**src/rtl/btfc_pkg.sv**
```systemverilog
// Shared types and constants for the balanced ternary fraction converter.
`timescale 1ns / 1ps

package btfc_pkg;

	typedef logic [3:0] state_t;
	typedef logic [1:0] digit_t;

	// Sequencer states.
	localparam state_t ST_IDLE     = 4'd0;
	localparam state_t ST_DIV      = 4'd1;
	localparam state_t ST_INT_MUL  = 4'd2;
	localparam state_t ST_INT_SUB  = 4'd3;
	localparam state_t ST_FRAC     = 4'd4;
	localparam state_t ST_CARRY_RD = 4'd5;
	localparam state_t ST_CARRY_WR = 4'd6;
	localparam state_t ST_HEAD     = 4'd7;
	localparam state_t ST_EMIT_RD  = 4'd8;
	localparam state_t ST_EMIT_LD  = 4'd9;
	localparam state_t ST_SEND     = 4'd10;

	// Balanced ternary symbol codes on the output.
	localparam digit_t DIGIT_ZERO  = 2'd0;
	localparam digit_t DIGIT_PLUS  = 2'd1;
	localparam digit_t DIGIT_MINUS = 2'd2;

	// floor(x / 3) == (x * RECIP3) >> 33 for every 32-bit x.
	localparam logic [31:0] RECIP3 = 32'hAAAA_AAAB;

endpackage

```
**src/rtl/balanced_ternary_fraction_converter.sv**
```systemverilog
// Top level of the balanced ternary fraction converter.
`timescale 1ns / 1ps

// Usage: an input transaction (numerator, denominator) on in_valid/in_ready starts
// one conversion; the result digits leave on out_valid/out_ready, most significant
// first, one transaction per digit, with last set on the final digit.
// in_ready is high only while the converter is idle, so one number is in flight.
// Steps per number: the accepting cycle, restoring division by the denominator,
// per integer digit a reciprocal multiply by three and then the remainder, a
// fraction step per fraction digit, a read and a write per digit for the carry
// pass through the digit memory, setting up the head digit, then a read, a load
// and a send with any receiver stall per digit sent (only the send for a carry or
// lone 0 digit). The single digit memory port pair paces the carry and send
// passes.
// A zero denominator skips the work and sends one 0 digit; a zero
// numerator sends one 0 digit after the division.
// When the receiver stalls, the current digit holds in the output register and the
// sequencer waits. Reset returns to idle with no output pending; digit memory
// content is not cleared, since every entry read is written first.
module balanced_ternary_fraction_converter #(
	parameter int MAX_INT_DIGITS  = 21,
	parameter int MAX_FRAC_DIGITS = 20
) (
	input  logic        clk,
	input  logic        arst_n,
	input  logic        in_valid,
	output logic        in_ready,
	input  logic [31:0] numerator,
	input  logic [30:0] denominator,
	output logic        out_valid,
	input  logic        out_ready,
	output logic [1:0]  digit,
	output logic        is_fraction,
	output logic        last
);

	localparam int DEPTH = MAX_INT_DIGITS + MAX_FRAC_DIGITS;
	localparam int AW    = $clog2(DEPTH);
	localparam int NIW   = $clog2(MAX_INT_DIGITS + 1);
	localparam int NFW   = $clog2(MAX_FRAC_DIGITS + 1);
	localparam logic [AW-1:0] INT_BASE = AW'(MAX_INT_DIGITS);

	function automatic btfc_pkg::digit_t sign_swap(input btfc_pkg::digit_t d, input logic neg);
		btfc_pkg::digit_t r;
		r = d;
		if (neg && d != btfc_pkg::DIGIT_ZERO) begin
			r = 2'd3 - d;
		end
		return r;
	endfunction

	btfc_pkg::state_t state_q;
	logic             out_valid_q;
	logic             neg_q;
	logic [30:0]      b_q;
	logic [31:0]      dq_q;
	logic [30:0]      rem_q;
	logic [4:0]       div_cnt_q;
	logic [30:0]      quot3_q;
	logic [NIW-1:0]   ni_q;
	logic [NFW-1:0]   nf_q;
	logic             carry_q;
	logic [AW-1:0]    ptr_q;
	btfc_pkg::digit_t digit_q;
	logic             frac_q;
	logic             last_q;

	logic [1:0]       mem [DEPTH];
	logic [1:0]       mem_rd_q;
	logic             mem_we;
	logic [AW-1:0]    mem_wa;
	logic [1:0]       mem_wd;

	logic             accept_in;
	logic             accept_out;
	logic [31:0]      mag;
	logic [32:0]      div_diff;
	logic [31:0]      div_shift;
	logic             div_ge;
	logic [63:0]      prod;
	logic [31:0]      three_quot;
	logic [31:0]      int_rem;
	logic [32:0]      r3;
	logic [32:0]      b1_ext;
	logic [32:0]      b2_ext;
	logic             ge1;
	logic             ge2;
	logic [32:0]      r3_next;
	logic [1:0]       frac_digit;
	logic             int_done;
	logic             frac_done;
	logic [2:0]       carry_sum;
	logic             carry_out;
	logic [1:0]       carry_digit;
	logic [AW-1:0]    start_addr;
	logic [AW-1:0]    end_addr;
	logic             no_digits;
	btfc_pkg::digit_t plain_digit;

	assign accept_in  = in_valid && in_ready;
	assign accept_out = out_valid_q && out_ready;
	assign in_ready   = (state_q == btfc_pkg::ST_IDLE);
	assign out_valid  = out_valid_q;
	assign digit      = digit_q;
	assign is_fraction = frac_q;
	assign last       = last_q;

	assign mag = numerator[31] ? (~numerator + 32'd1) : numerator;

	// Restoring division step: one quotient bit per cycle.
	assign div_shift = {rem_q, dq_q[31]};
	assign div_diff  = {1'b0, div_shift} - {2'b00, b_q};
	assign div_ge    = !div_diff[32];

	// Integer digit: quotient by three through the reciprocal, remainder next cycle.
	assign prod       = {32'd0, dq_q} * {32'd0, btfc_pkg::RECIP3};
	assign three_quot = {quot3_q, 1'b0} + {1'b0, quot3_q};
	assign int_rem    = dq_q - three_quot;
	assign int_done   = (dq_q == 32'd0) || (ni_q == NIW'(MAX_INT_DIGITS));

	// Fraction digit: 3r compared against b and 2b.
	assign r3      = {2'b00, rem_q} + {1'b0, rem_q, 1'b0};
	assign b1_ext  = {2'b00, b_q};
	assign b2_ext  = {1'b0, b_q, 1'b0};
	assign ge2     = (r3 >= b2_ext);
	assign ge1     = (r3 >= b1_ext);
	assign r3_next = ge2 ? (r3 - b2_ext) : (ge1 ? (r3 - b1_ext) : r3);
	assign frac_digit = ge2 ? 2'd2 : (ge1 ? 2'd1 : 2'd0);
	assign frac_done  = (rem_q == 31'd0) || (nf_q == NFW'(MAX_FRAC_DIGITS));

	// Add-one-with-carry pass, least significant digit first.
	assign carry_sum   = {1'b0, mem_rd_q} + 3'd1 + {2'b00, carry_q};
	assign carry_out   = (carry_sum >= 3'd3);
	assign carry_digit = carry_out ? 2'(carry_sum - 3'd3) : carry_sum[1:0];

	assign start_addr = INT_BASE - AW'(ni_q);
	assign end_addr   = INT_BASE + AW'(nf_q) - AW'(1);
	assign no_digits  = (ni_q == '0) && (nf_q == '0);

	// Subtract one without borrow: (d + 2) mod 3.
	assign plain_digit = (mem_rd_q == 2'd0) ? btfc_pkg::DIGIT_MINUS :
		((mem_rd_q == 2'd1) ? btfc_pkg::DIGIT_ZERO : btfc_pkg::DIGIT_PLUS);

	always_comb begin
		mem_we = 1'b0;
		mem_wa = ptr_q;
		mem_wd = carry_digit;
		unique case (state_q)
			btfc_pkg::ST_INT_SUB: begin
				mem_we = 1'b1;
				mem_wa = INT_BASE - AW'(1) - AW'(ni_q);
				mem_wd = int_rem[1:0];
			end
			btfc_pkg::ST_FRAC: begin
				mem_we = !frac_done;
				mem_wa = INT_BASE + AW'(nf_q);
				mem_wd = frac_digit;
			end
			btfc_pkg::ST_CARRY_WR: begin
				mem_we = 1'b1;
			end
			default: begin
				mem_we = 1'b0;
			end
		endcase
	end

	always_ff @(posedge clk) begin
		if (mem_we) begin
			mem[mem_wa] <= mem_wd;
		end
		mem_rd_q <= mem[ptr_q];
	end

	always_ff @(posedge clk or negedge arst_n) begin
		if (!arst_n) begin
			state_q     <= btfc_pkg::ST_IDLE;
			out_valid_q <= 1'b0;
		end else begin
			unique case (state_q)
				btfc_pkg::ST_IDLE: begin
					if (accept_in) begin
						state_q <= (denominator == 31'd0) ? btfc_pkg::ST_HEAD : btfc_pkg::ST_DIV;
					end
				end
				btfc_pkg::ST_DIV: begin
					if (div_cnt_q == 5'd31) begin
						state_q <= btfc_pkg::ST_INT_MUL;
					end
				end
				btfc_pkg::ST_INT_MUL: begin
					state_q <= int_done ? btfc_pkg::ST_FRAC : btfc_pkg::ST_INT_SUB;
				end
				btfc_pkg::ST_INT_SUB: begin
					state_q <= btfc_pkg::ST_INT_MUL;
				end
				btfc_pkg::ST_FRAC: begin
					if (frac_done) begin
						state_q <= no_digits ? btfc_pkg::ST_HEAD : btfc_pkg::ST_CARRY_RD;
					end
				end
				btfc_pkg::ST_CARRY_RD: begin
					state_q <= btfc_pkg::ST_CARRY_WR;
				end
				btfc_pkg::ST_CARRY_WR: begin
					state_q <= (ptr_q == start_addr) ? btfc_pkg::ST_HEAD : btfc_pkg::ST_CARRY_RD;
				end
				btfc_pkg::ST_HEAD: begin
					if (carry_q || ni_q == '0) begin
						state_q     <= btfc_pkg::ST_SEND;
						out_valid_q <= 1'b1;
					end else begin
						state_q <= btfc_pkg::ST_EMIT_RD;
					end
				end
				btfc_pkg::ST_EMIT_RD: begin
					state_q <= btfc_pkg::ST_EMIT_LD;
				end
				btfc_pkg::ST_EMIT_LD: begin
					state_q     <= btfc_pkg::ST_SEND;
					out_valid_q <= 1'b1;
				end
				btfc_pkg::ST_SEND: begin
					if (accept_out) begin
						out_valid_q <= 1'b0;
						state_q     <= last_q ? btfc_pkg::ST_IDLE : btfc_pkg::ST_EMIT_RD;
					end
				end
				default: begin
					state_q     <= btfc_pkg::ST_IDLE;
					out_valid_q <= 1'b0;
				end
			endcase
		end
	end

	always_ff @(posedge clk) begin
		unique case (state_q)
			btfc_pkg::ST_IDLE: begin
				neg_q     <= numerator[31];
				b_q       <= denominator;
				dq_q      <= mag;
				rem_q     <= 31'd0;
				div_cnt_q <= 5'd0;
				ni_q      <= '0;
				nf_q      <= '0;
				carry_q   <= 1'b0;
			end
			btfc_pkg::ST_DIV: begin
				dq_q      <= {dq_q[30:0], div_ge};
				rem_q     <= div_ge ? div_diff[30:0] : div_shift[30:0];
				div_cnt_q <= div_cnt_q + 5'd1;
			end
			btfc_pkg::ST_INT_MUL: begin
				quot3_q <= prod[63:33];
			end
			btfc_pkg::ST_INT_SUB: begin
				dq_q <= {1'b0, quot3_q};
				ni_q <= ni_q + NIW'(1);
			end
			btfc_pkg::ST_FRAC: begin
				if (frac_done) begin
					ptr_q <= end_addr;
				end else begin
					rem_q <= r3_next[30:0];
					nf_q  <= nf_q + NFW'(1);
				end
			end
			btfc_pkg::ST_CARRY_WR: begin
				carry_q <= carry_out;
				if (ptr_q != start_addr) begin
					ptr_q <= ptr_q - AW'(1);
				end
			end
			btfc_pkg::ST_HEAD: begin
				ptr_q   <= start_addr;
				frac_q  <= 1'b0;
				last_q  <= no_digits;
				digit_q <= carry_q ? sign_swap(btfc_pkg::DIGIT_PLUS, neg_q) : btfc_pkg::DIGIT_ZERO;
			end
			btfc_pkg::ST_EMIT_LD: begin
				digit_q <= sign_swap(plain_digit, neg_q);
				frac_q  <= (ptr_q >= INT_BASE);
				last_q  <= (ptr_q == end_addr);
				ptr_q   <= ptr_q + AW'(1);
			end
			default: begin
				carry_q <= carry_q;
			end
		endcase
	end

endmodule

```
**config.mk**
```make
export PLATFORM = sky130hd
export DESIGN_NAME = balanced_ternary_fraction_converter
export DESIGN_NICKNAME = d
export VERILOG_FILES = /design/src/rtl/btfc_pkg.sv /design/src/rtl/balanced_ternary_fraction_converter.sv
export SDC_FILE = /design/constraint.sdc
export NUM_CORES = 2
export LEC_CHECK = 0
export BUFFER_PORTS_ARGS = -buffer_cell sky130_fd_sc_hd__buf_2
export CORE_MARGIN = 2
export CORE_UTILIZATION = 52
export DETAILED_ROUTE_END_ITERATION = 7
export PLACE_DENSITY = 0.68
export SETUP_SLACK_MARGIN = 0.02
export SLEW_MARGIN = 0
export SYNTH_ARGS = -nofsm -noshare
export SYNTH_HDL_FRONTEND = slang
export SYNTH_SLANG_ARGS = --single-unit
```
**constraint.sdc**
```tcl
create_clock -name clk -period 13.82 [get_ports clk]
set_clock_uncertainty 0.05 [all_clocks]
set_input_delay 1.382 -clock clk [delete_from_list [all_inputs] [get_ports clk]]
set_output_delay 1.382 -clock clk [all_outputs]
set_load 0.05 [all_outputs]
```
* After elaboration in Yosys (flattened, before gate mapping)
Memory sizes are Yosys's and may differ from the RTL's. A register that Yosys moved wholly into a read port is not among the register bits.
Index checks and enable logic that the tools add are counted.
** Word-level totals
- Bits of input ports :: 67
- Memories kept :: 1
- Output and inout port bits :: 6
- Logic and storage cells :: 144
- Flip-flop bits (word level) :: 157
- Memory bits (writable) :: 82
** Memories
- mem :: depth 41, width 2, read ports 1, clocked after Yosys merged registers in 1, wr ports 1, line balanced_ternary_fraction_converter.sv:68 : logic [1:0] mem [DEPTH];
** Operators by class
- Bitwise operators :: 2
- Multiply operators :: 1
- Add/sub/neg operators :: 20
- Magnitude comparators :: 4
- Eq/ne operators :: 24
- Multiplexer cells :: 45
- Reductions and logical operators :: 32
** Operators by type and width (count)
- $mux 31 :: 4
- $pmux 32 s3 :: 1
- $pmux 31 s3 :: 1
- $mul 32x32->64 const B :: 1
- $logic_not 31->1 :: 2
- $sub 31x31->31 :: 2
- $pmux 4 s11 :: 1
- $add 31x32->33 :: 1
- $ge 33x31->1 :: 1
- $ge 33x32->1 :: 1
- $sub 32x31->33 :: 1
- $add 32x1->32 const B :: 1
- $logic_not 32->1 :: 1
- $mux 32 :: 1
- $not 32->32 :: 1
- $pmux 5 s2 :: 3
- $pmux 6 s4 :: 1
- $mux 4 :: 5
- $mux 2 :: 9
- $eq 4x3->1 const B :: 4
- $add 5x1->5 const B :: 3
- $eq 5x5->1 const B :: 3
- $eq 4x4->1 const B :: 3
- $eq 6x6->1 :: 2
- 41 further kinds :: 75

* Logic depth before layout (Yosys ltp)
- Depth after elaboration :: 7
- Gate-level depth with buffers :: 28
- Gate-level depth less buffers :: 28

* Least setup slack after synthesis
No wires, ideal clock.
- Path kind :: register to register
- Start point :: register dq_q[8]
- End point :: register quot3_q[28], data pin
- Library setup time :: 0.258 ns
- Setup slack :: 6.269 ns
- Period minus slack after synthesis :: 7.551 ns
- Stages on the path, launching flop included :: 26
- Data arrival time :: 7.244 ns
- Path through :: edfxtp_1 -> ha_1 -> xor2_1 -> ha_1 -> nor2_1 -> fa_1 -> fa_1 -> inv_1 -> fa_1 -> fa_1 -> fa_1 -> inv_1 -> fa_1 -> inv_1 -> ha_1 -> a21oi_1 -> o21ai_0 -> nor4_1 -> o31ai_1 -> a211oi_1 -> o31ai_1 -> a21oi_1 -> nor3_1 -> or3_1 -> a31oi_1 -> xnor2_1
** Between the ends
- Longest elaborated chain between the ends :: 1
** Ends and longest elaborated chain
- start: declaration :: line balanced_ternary_fraction_converter.sv:56 : logic [31:0] dq_q;
- start signal: assignment :: line balanced_ternary_fraction_converter.sv:242 : dq_q <= mag;
- start signal: assignment :: line balanced_ternary_fraction_converter.sv:250 : dq_q <= {dq_q[30:0], div_ge};
- start signal: assignment :: line balanced_ternary_fraction_converter.sv:258 : dq_q <= {1'b0, quot3_q};
- $mul 32x32->64 :: line balanced_ternary_fraction_converter.sv:116 : assign prod = {32'd0, dq_q} * {32'd0, btfc_pkg::RECIP3};
- net prod[61] :: line balanced_ternary_fraction_converter.sv:80 : logic [63:0] prod;
- end signal: assignment :: line balanced_ternary_fraction_converter.sv:255 : quot3_q <= prod[63:33];
- end: declaration :: line balanced_ternary_fraction_converter.sv:59 : logic [30:0] quot3_q;
The timed path passes the listed nets, and every way through them passes these cells.
A chain may end at the register's enable or synchronous reset.

* Worst setup path in the final report
- Start point :: register dq_q[12]
- End point :: register quot3_q[28], data pin
The elaborated chain is that of the path after synthesis.

==> metrics.log <==
[metrics] RSZ-0062 raised after global routing: false
[metrics] core occupancy in the finished layout: between 50% and 60%
[metrics] via count of the first global-routing pass: around 25000
[metrics] number of sinks handled by clock tree synthesis: around 240
[metrics] count of different cell masters after synthesis: between 80 and 90
[metrics] share of synthesized area occupied by flip-flops and latches: roughly a fifth
[metrics] leading cell type in the layout, fill and taps excluded: inv_1
[metrics] final instance count without filler cells: around 4400
[metrics] post-synthesis cell area: 34040 um2
[metrics] Internal Dissipation: between 0.001 and 0.0015 W
[metrics] Post-DP Area: 35390 um2
[metrics] aggregate global routing overflow: 0
[metrics] cell count after synthesis: ~3400
[metrics] count of maximum capacitance violations: 0
[metrics] asr flop ratio synth: 2.075%
[metrics] worst min path class: reg -> reg
[metrics] top achievable clock speed: ~110 MHz
[metrics] die outline area: about 68000 um2
[metrics] routed wirelength normalized by instance count: ~22 um
[metrics] TritonCTS clock tree: built
[metrics] Static Leak: roughly 17 nW
[metrics] Top FF cell, synth: edfxtp_1
[metrics] total power of the final layout: 0.001593 W
[metrics] post-cts resize count: 0
[metrics] Via Count: 25616
[metrics] most frequent cells in the layout: inv_1, ha_1, fa_1, edfxtp_1, nor2_1
[metrics] weighted congestion reported at the end of routability-driven placement: roughly 1.0
[metrics] number of cell rows: 93
[metrics] run status: finished clean
[metrics] sum of net half-perimeters after detailed placement: a little over 80000 um
[metrics] count of hold buffers inserted by post-cts repair: 0
[metrics] Post-DRT Antenna Nets: 0
[metrics] Arrival @ worst endpoint: 9.36 ns
[metrics] actual slew at the worst max-slew pin: roughly 1.3 ns
[metrics] maximum net fanout on the critical path: 11
[metrics] critical path type: reg -> reg
[metrics] iteration count of the initial detailed-routing pass: 6
[metrics] mean instance size in the synthesized netlist: around 9.9 um2
[metrics] count of boundary I/O pins: between 70 and 80
[metrics] Post-Route Setup TNS: 0 ns
[metrics] Pwr per Cell Area: roughly 44 nW/um2
[metrics] input/output buffers: around 70
[metrics] area used by multi-input combinational logic: about 24000 um2
[metrics] number of buffers added for setup after CTS: 0
[metrics] P_sw: roughly 0.00034 W
[metrics] global-route usage over all layers: 29.48%
[metrics] largest net degree at the start of global routing: 42
[metrics] initial standard-cell utilization of the core: roughly 53%
[metrics] count of final setup violators: 0
[metrics] placed insts: between 4000 and 5000
[metrics] Sw Ratio: 21.39%
[metrics] critical path startpoint: dq_q[12]$_DFFE_PP_
[metrics] fraction of final layout cells with drive strength greater than 1: approximately 5.8%
[metrics] data required time of the critical path: roughly 14 ns
[metrics] Max IR drop VDD: ~0.091 mV
[metrics] CTS H-tree depth: 1
[metrics] Area Growth Syn to Fin: 6.723%
[metrics] clock tree root driver cell: clkbuf_16
[metrics] clock edge transition at the registers on the reported setup and hold paths: about 0.060 ns
[metrics] fin nets: around 4400
[metrics] vias per cell: between 5 and 6
[metrics] post-synthesis register bit count: around 240
[metrics] residual DRC count: 0
[metrics] start of the worst register-to-register path: dq_q[12]$_DFFE_PP_
[metrics] Slew HR: 14.12%
[metrics] crit start category: flip-flop
[metrics] FF/Latch Area: about 7200 um2
[metrics] Floorplan Core Area: 64580 um2
[metrics] Die Span X: 259.8 um
[metrics] element type at the critical path end: flip-flop
[metrics] violation count after the first detailed-routing iteration: ~2300
[metrics] min Tclk post-route: roughly 9.1 ns
[metrics] Final Cycle Share: 65.78%
[metrics] number of clock buffers inserted by TritonCTS: 26
[metrics] wire length after detailed routing: 97970 um
[metrics] number of flops mapped to enable cells by yosys: around 230
[metrics] Final Slew Violations: 0
[metrics] worst skew pair latency: 0.58 ns
[metrics] sequential cell fraction of total power: between 40% and 50%
[metrics] filler cell count in the final layout: around 5700
[metrics] final hold violation count: 0
[metrics] buffers from clock root to sink, at most: 3
[metrics] number of warning messages in the yosys log: 0
[metrics] wire length of the first global-routing pass: ~150000 um
[metrics] summed area of non-filler cells in the final layout: around 36000 um2
[metrics] synthesized net count: between 4000 and 5000
[metrics] die span in y: 259.8 um
[metrics] Clock Power Share: roughly 48%
[metrics] share of power burned in combinational logic: under 10%
[metrics] initial antenna violation count: 9
[metrics] startpoint of the most critical hold path: mem[40][0]$_DFFE_PP_
-- critical path, stage by stage (launching register included) --
cell,delay (ns)
edfxtp_1,0.61
ha_1,0.45
xor2_1,0.53
ha_1,0.26
nor2_1,0.10
fa_1,0.53
fa_1,0.55
inv_1,0.05
fa_1,0.54
fa_1,0.45
fa_1,0.54
inv_1,0.05
fa_1,0.53
inv_1,0.04
ha_1,0.33
a21oi_1,0.21
o21ai_0,0.20
nor4_1,0.39
o31ai_1,0.28
a211oi_1,0.63
o31ai_1,0.27
a21oi_1,0.39
nor3_1,0.14
or3_1,0.38
a31oi_1,0.21
xnor2_1,0.09
-- metrics by stage --
stage | hold WS, ns | setup WS [ns]
floorplan | 0.4730 | 6.269
global placement | 0.4887 | 5.067
detailed placement | 0.4909 | 4.939
CTS | 0.5055 | 4.893
global route | 0.5303 | 4.370
finish | 0.5035 | 4.730
-- cell type report --
class | count | area share (%)
clock buffers | 28 | 1.812
repair buffers | 89 | 1.343
clock inverters | 19 | 0.7509
well taps | 855 | 2.945
multi-input cells | 2491 | 66.76
diodes | 1 | 0.006889
inverters | 637 | 6.582
flip-flops and latches | 241 | 19.80
-- final timing paths --
path / end / slack, ns / cells past startpoint
worst min register to register: mem_rd_q[0]$_DFF_P_ / 0.50 / 1
max in group asynchronous: out_valid$_DFFE_PN0P_ / 13.01 / 1
worst max-delay path: quot3_q[28]$_DFFE_PP_ / 4.73 / 25
worst min-delay path: mem_rd_q[0]$_DFF_P_ / 0.50 / 1
min in group asynchronous: state_q[1]$_DFFE_PN0P_ / 0.57 / 1
worst max register to register: quot3_q[28]$_DFFE_PP_ / 4.73 / 25
-- logic make-up after synthesis --
family	after synthesis	share of synthesized area, %
adders and majority gates	876	40.16
buffers and inverters	696	7.749
xor gates and xnor gates	234	6.021
DFF	241	21.13
AOI/OAI and AO/OA	669	12.85
and+or+nand+nor	652	9.396
muxes	60	2.694
-- sequential cells by signal, summed over array words and instances, names as in the netlist --
name         cells
last             1
dq_q            32
neg_q            1
ni_q             5
nf_q             5
div_cnt_q        5
state_q          4
digit            2
quot3_q         31
ptr_q            6
b_q             31
rem_q           31
out_valid        1
carry_q          1
mem             82
mem_rd_q         2
is_fraction      1
-- synthesized netlist by cell type, drive strengths merged, types with 20 or more instances --
cell type | instances | area (um2)
nand3 | 52 | 265.3
nand4 | 21 | 131.4
nand2 | 164 | 618.1
fa | 361 | 7227
and3 | 34 | 212.7
nand2b | 36 | 225.2
xor2 | 111 | 972.2
nor2b | 22 | 137.6
edfxtp | 234 | 7027
and2 | 20 | 125.1
o21ai | 141 | 709.4
nor3 | 28 | 140.1
xnor2 | 123 | 1077
a22oi | 31 | 232.7
nor2 | 190 | 713.2
a31oi | 25 | 156.4
o211ai | 24 | 180.2
clkbuf | 51 | 191.4
mux4 | 25 | 563.0
mux2i | 32 | 320.3
a21oi | 180 | 904.6
inv | 637 | 2391
a21o | 82 | 615.6
nor4 | 26 | 177.7
ha | 515 | 6444
-- power by group through the flow --
stage | registers (W) | clock network, W | logic [W]
5_1_grt | 0.000793 | 0.000803 | 0.0000399
2_1_floorplan | 0.000809 | 0 | 0.0000144
3_3_place_gp | 0.000809 | 0 | 0.0000347
4_1_cts | 0.000793 | 0.000778 | 0.0000357
3_5_place_dp | 0.000809 | 0 | 0.0000354
6_report | 0.000793 | 0.000763 | 0.0000365
-- per-layer routing --
layer,GRT usage [%],routed length [um],vias up
li1,-,-,11893
met1,42.81,43200,12557
met2,44.52,42680,964
met3,5.409,8172,186
met4,9.626,3810,16
met5,0,104,-
No activity file was read; power rests on OpenSTA's default activity.
